`src/hdl/vbsdf_pkg.sv`:
```
// shared types, constants and the square root step for the voxel box distance block
// no dependencies
package vbsdf_pkg;

  localparam int REG_W      = 31;
  localparam int DIST_W     = 32;
  localparam int ROOT_W     = 32;
  localparam int RAD_W      = 64;
  localparam int REM_W      = 35;
  localparam int SQ_STAGES  = 16;
  localparam int FRONT_STGS = 4;
  // front stages, square, sum, root stages, output register
  localparam int NUM_STAGES = FRONT_STGS + 2 + SQ_STAGES + 1;

  localparam logic [1:0] AXIS_X = 2'd0;
  localparam logic [1:0] AXIS_Y = 2'd1;
  localparam logic [1:0] AXIS_Z = 2'd2;

  localparam logic [1:0] REG_SIZE_X = 2'd0;
  localparam logic [1:0] REG_SIZE_Y = 2'd1;
  localparam logic [1:0] REG_SIZE_Z = 2'd2;
  localparam logic [1:0] REG_PITCH  = 2'd3;

  localparam logic [DIST_W-1:0] SAT_POS = 32'h7FFF_FFFF;

  // per-item flags and the inside distance, carried along the root pipeline
  typedef struct packed {
    logic [DIST_W-1:0] dist_in;
    logic              sat;
    logic              anypos;
    logic [1:0]        axis;
    logic              neg;
    logic              outside;
  } side_t;

  // front end result: flags plus the clamped positive excesses
  typedef struct packed {
    side_t                 side;
    logic [2:0][ROOT_W-1:0] h;
  } front_t;

  // state of the bitwise square root
  typedef struct packed {
    logic [REM_W-1:0]  rem;
    logic [ROOT_W-1:0] root;
    logic [RAD_W-1:0]  rad;
  } sqst_t;

  // one result bit of the restoring square root
  function automatic sqst_t sqrt_step(input sqst_t s);
    sqst_t            o;
    logic [REM_W-1:0] rem2;
    logic [REM_W-1:0] trial;
    rem2  = {s.rem[REM_W-3:0], s.rad[RAD_W-1:RAD_W-2]};
    trial = {1'b0, s.root, 2'b01};
    o.rad = {s.rad[RAD_W-3:0], 2'b00};
    if (rem2 >= trial) begin
      o.rem  = rem2 - trial;
      o.root = {s.root[ROOT_W-2:0], 1'b1};
    end else begin
      o.rem  = rem2;
      o.root = {s.root[ROOT_W-2:0], 1'b0};
    end
    return o;
  endfunction

endpackage

```
`src/hdl/vbsdf_sqrt.sv`:
```
// pipelined integer square root, two result bits per stage, flags ride along
// depends on vbsdf_pkg
module vbsdf_sqrt (
  input  logic                                 clk,
  input  logic [vbsdf_pkg::SQ_STAGES-1:0]      en,
  input  logic [vbsdf_pkg::RAD_W-1:0]          rad,
  input  vbsdf_pkg::side_t                     side_in,
  output logic [vbsdf_pkg::ROOT_W-1:0]         root,
  output vbsdf_pkg::side_t                     side_out
);

  vbsdf_pkg::sqst_t st_r   [vbsdf_pkg::SQ_STAGES];
  vbsdf_pkg::side_t side_r [vbsdf_pkg::SQ_STAGES];
  vbsdf_pkg::sqst_t st_in  [vbsdf_pkg::SQ_STAGES];

  // stage inputs: first stage starts from the radicand
  always_comb begin
    st_in[0].rem  = '0;
    st_in[0].root = '0;
    st_in[0].rad  = rad;
    for (int s = 1; s < vbsdf_pkg::SQ_STAGES; s++) begin
      st_in[s] = st_r[s-1];
    end
  end

  // each stage resolves two bits
  always_ff @(posedge clk) begin
    for (int s = 0; s < vbsdf_pkg::SQ_STAGES; s++) begin
      if (en[s]) begin
        st_r[s]   <= vbsdf_pkg::sqrt_step(vbsdf_pkg::sqrt_step(st_in[s]));
        side_r[s] <= (s == 0) ? side_in : side_r[(s == 0) ? 0 : s-1];
      end
    end
  end

  assign root     = st_r[vbsdf_pkg::SQ_STAGES-1].root;
  assign side_out = side_r[vbsdf_pkg::SQ_STAGES-1];

endmodule

```
`config.mk`:
```
export PLATFORM = sky130hd
export DESIGN_NAME = vbsdf_sqrt
export DESIGN_NICKNAME = d
export VERILOG_FILES = /design/src/hdl/vbsdf_pkg.sv /design/src/hdl/vbsdf_sqrt.sv
export SDC_FILE = /design/constraint.sdc
export NUM_CORES = 2
export LEC_CHECK = 0
export ABC_CLOCK_PERIOD_IN_PS = 8100
export BUFFER_PORTS_ARGS = -buffer_cell sky130_fd_sc_hd__buf_2
export CORE_MARGIN = 2
export CORE_UTILIZATION = 44
export CTS_CLUSTER_DIAMETER = 150
export DETAILED_ROUTE_END_ITERATION = 10
export GPL_ROUTABILITY_DRIVEN = 0
export MAX_ROUTING_LAYER = met4
export PLACE_DENSITY_LB_ADDON = 0.3
export SETUP_SLACK_MARGIN = 0.1
export SYNTH_ARGS = -nofsm -noshare
export SYNTH_HDL_FRONTEND = slang
export SYNTH_SLANG_ARGS = --single-unit
```
`constraint.sdc`:
```
create_clock -name clk -period 8.1 [get_ports clk]
set_input_delay 0 -clock clk [delete_from_list [all_inputs] [get_ports clk]]
set_output_delay 0 -clock clk [all_outputs]
set_load 0.02 [all_outputs]
```
==> impl_metrics.py <==
metrics = {
    "logic_synthesis": {
        "synth_top_cell_area_share_pct": 55.2,
        "synth_edf_count": 1833,
        "yosysWarnings": 0,
        "ys_types": 98,
        "synthFlopType": "edfxtp_1",
        "syn_area_sq_um": 99700,
        "synth_top_area_cell": "edfxtp_1",
        "ys_top_cells_by_area": "edfxtp_1 (55%), ha_1 (7.0%), xnor2_1 (4.0%)",
        "async_flop_share_pct": 0,
        "syn_inst": 8835,
        "synth_seq_area_share_pct": 55.2,
        "synth_seq_cells": 1833,
        "syn_avg_cell_area_sq_um": 11.3,
    },
    "worst_setup_path": {
        "criticalPathCategory": "reg2reg",
        "worstPathArrival_ns": 8.07,
        "crit_fanout": 33,
        "start_kind": "register",
        "r2r_slack_ns": 0.59,
        "rr_endpoint": "st_r[1][378]",
        "worst_ep_required_time_ns": 8.66,
        "cp-end-kind": "register",
        "r2r-start": "st_r[1][193]",
        "ff2ff_path_depth": 23,
    },
    "timing": {
        "fin_crit_ns": 7.51,
        "setup_viol": 0,
        "rsz0062_at_grt": "false",
        "finClkSkew_ns": 0.0498,
        "final-hold-violation-count": 0,
        "slew_headroom_pct": 15.1,
        "worst_slew_pin_slew_ns": 1.26,
        "timing.fmax_ghz": 0.133,
        "tns_ns": 0,
        "slew_violations": 0,
        "period_share_pct": 92.8,
    },
    "grt": {
        "antenna_found_initial": 6,
        "grt_overflow": 0,
        "grt_pass1_wl_um": 384000,
        "grt_max_degree": 78,
        "grt_pass1_vias": 68700,
        "grtUsageTotal_pct": 21.5,
    },
    "cts": {
        "htree_levels": 4,
        "cts_sinks": 1833,
        "post_cts_buffers": 0,
        "clockRootBuffer": "clkbuf_16",
        "cts_tree": "done",
        "numCtsBuffers": 198,
        "clockBufferDepth": 3,
        "clk_transition_reported_paths_ns": 0.06,
        "clock_latency_ns": 0.86,
    },
    "min_path": {
        "hold_depth": 2,
        "hp-start": "en[5]",
        "hold_path_end": "st_r[0][671]",
        "worst_hold_path_type": "in2reg",
    },
    "finish": {
        "final_cell_mix": "edfxtp_1 (1,833), nor2_1 (670), a21oi_1 (666)",
        "design_area_sq_um": 113000,
        "seq_area_sq_um": 55000,
        "fill_cells": 19700,
        "layout-drive-gt1-share_pct": 7.71,
        "syn2layout_area_growth_pct": 13.0,
        "multiInputGateArea_sq_um": 41600,
        "layout_commonest_cell": "edfxtp_1",
        "fin_cells": 12400,
        "utilization_pct": 50.1,
        "fin_nets": 9891,
    },
    "pwr": {
        "power_density_nw_per_um2": 317,
        "power.leakage_nw": 43.2,
        "irDropWorstVdd_v": 0.000209,
    },
    "run": {
        "drv_cap": 0,
    },
    "drt": {
        "wirelength_um": 247000,
        "drt-pass1-iter-count": 7,
        "vias_per_cell": 5.73,
        "vias": 70900,
        "antenna_left": 0,
        "drc_errors": 0,
        "drtIter0Drc": 7245,
        "wl_per_cell_um": 19.9,
    },
    "floorplanning": {
        "fp.dieW_um": 480,
        "rows": 174,
        "pin_count": 189,
        "start_util_pct": 44.3,
        "coreArea_sq_um": 225000,
        "dieArea_sq_um": 230000,
        "dieHeight_um": 480,
    },
    "place": {
        "hpwlAfterDp_um": 184000,
        "dpl_cell_area_sq_um": 104000,
        "place_inst": 11800,
        "io_buffers": 188,
    },
    "run_status": {
        "status": "finished clean",
    },
}
[synth_stat cells, types with 49 or more instances]
cell type and instances:
or2_2 49, a21o_1 284, mux2_2 59, ha_1 557, nor2_1 670, xnor2_1 461
nor4_1 102, and2_1 52, and3_1 91, or3_1 83, a211oi_1 52, nand3_1 169
inv_1 484, nor3_1 214, a31oi_1 70, o21bai_1 75, clkbuf_1 231, or4_1 53
o21a_1 90, edfxtp_1 1833, a21oi_1 667, nand2_1 660, xor2_1 286, nand4_1 150
nand2b_1 87, o21ai_0 442, o31ai_1 70, nor2b_1 97
[cell families (layout without fill, tap and decap cells)]
logic type	after synthesis	count (layout)	share of synthesized area (%)
other cells	1	7	0.00376
compound gates	2140	2140	13.7
fa+ha+maj	557	557	6.99
simple gates	2668	2668	13.4
flops	1833	1833	55.2
buf+inv	799	1338	3.17
mux	90	90	0.977
xor+xnor	747	747	6.56
[registers in the layout (all words and copies together) (netlist names)]
register	flops
side_r	608
st_r	1225
[worst max-delay path: stages, from the launching register on]
cell	delay, ns
edfxtp_1	0.57
inv_1	0.15
ha_1	0.39
and3_1	0.30
nand2_1	0.08
o21a_1	0.23
a211oi_1	0.54
o211ai_1	0.41
nand2_1	0.68
inv_1	0.45
nor2_1	0.19
nor2_1	0.09
ha_1	0.36
and3_1	0.23
and4_1	0.30
a31oi_1	0.11
buf_4	0.18
o31ai_1	0.42
or3_1	0.30
nor4_4	0.07
buf_4	0.25
nor3_1	0.51
nand4b_1	0.22
xor2_1	0.19
[per-layer routing]
layer / global-route usage, % / vias to the layer above / part of all wire [%]
met3: 2.94 / 564 / 6.3
met2: 34.2 / 2721 / 47
li1: - / 33800 / -
met4: 8.04 / 0 / 3.9
met5: - / - / 0
met1: 27.9 / 33800 / 43
[power by group]
part	internal (mW)	total, mW	switching, mW
Clock	5.37	9.20	3.83
Sequential	12.2	13.2	0.955
Combinational	5.49	13.4	7.92
[per-stage QoR]
step	power, mW	hold WS [ns]	setup WS (ns)
after floorplan	22.9	0.0989	1.90
final	35.8	0.109	0.586
after global placement	26.0	0.176	0.745
after detailed placement	26.3	0.178	0.746
after global routing	37.9	0.0846	0.114
after CTS	35.8	0.0493	0.728
[repair_timing]
item | in CTS | in global routing
resized for setup | 0 | 0
hold buffers | 222 | 0
hold endpoints to repair | 1111 | 0
[area by class of cell]
class	count	share of cell area, %
Inverter	495	1.65
Multi-Input combinational cell	6205	36.9
Tap cell	2992	3.32
Sequential cell	1833	48.8
Antenna cell	4	0.00888
Clock buffer	229	4.52
Clock inverter	132	1.44
Timing Repair Buffer	482	3.34
[worst max-delay path by stage]
stage / endpoint / slack [ns] / from / depth (start not counted)
3_3_place_gp: st_r[1][354] / 0.75 / st_r[1][193] / 25
6_report: st_r[1][378] / 0.59 / st_r[1][193] / 23
4_1_cts: st_r[1][378] / 0.73 / st_r[1][193] / 23
3_5_place_dp: st_r[1][354] / 0.75 / st_r[1][193] / 25
5_1_grt: st_r[1][758] / 0.11 / st_r[1][572] / 26
2_1_floorplan: st_r[0][1006] / 1.90 / st_r[0][832] / 25
Note: power is estimated with default switching activity, not from simulation.
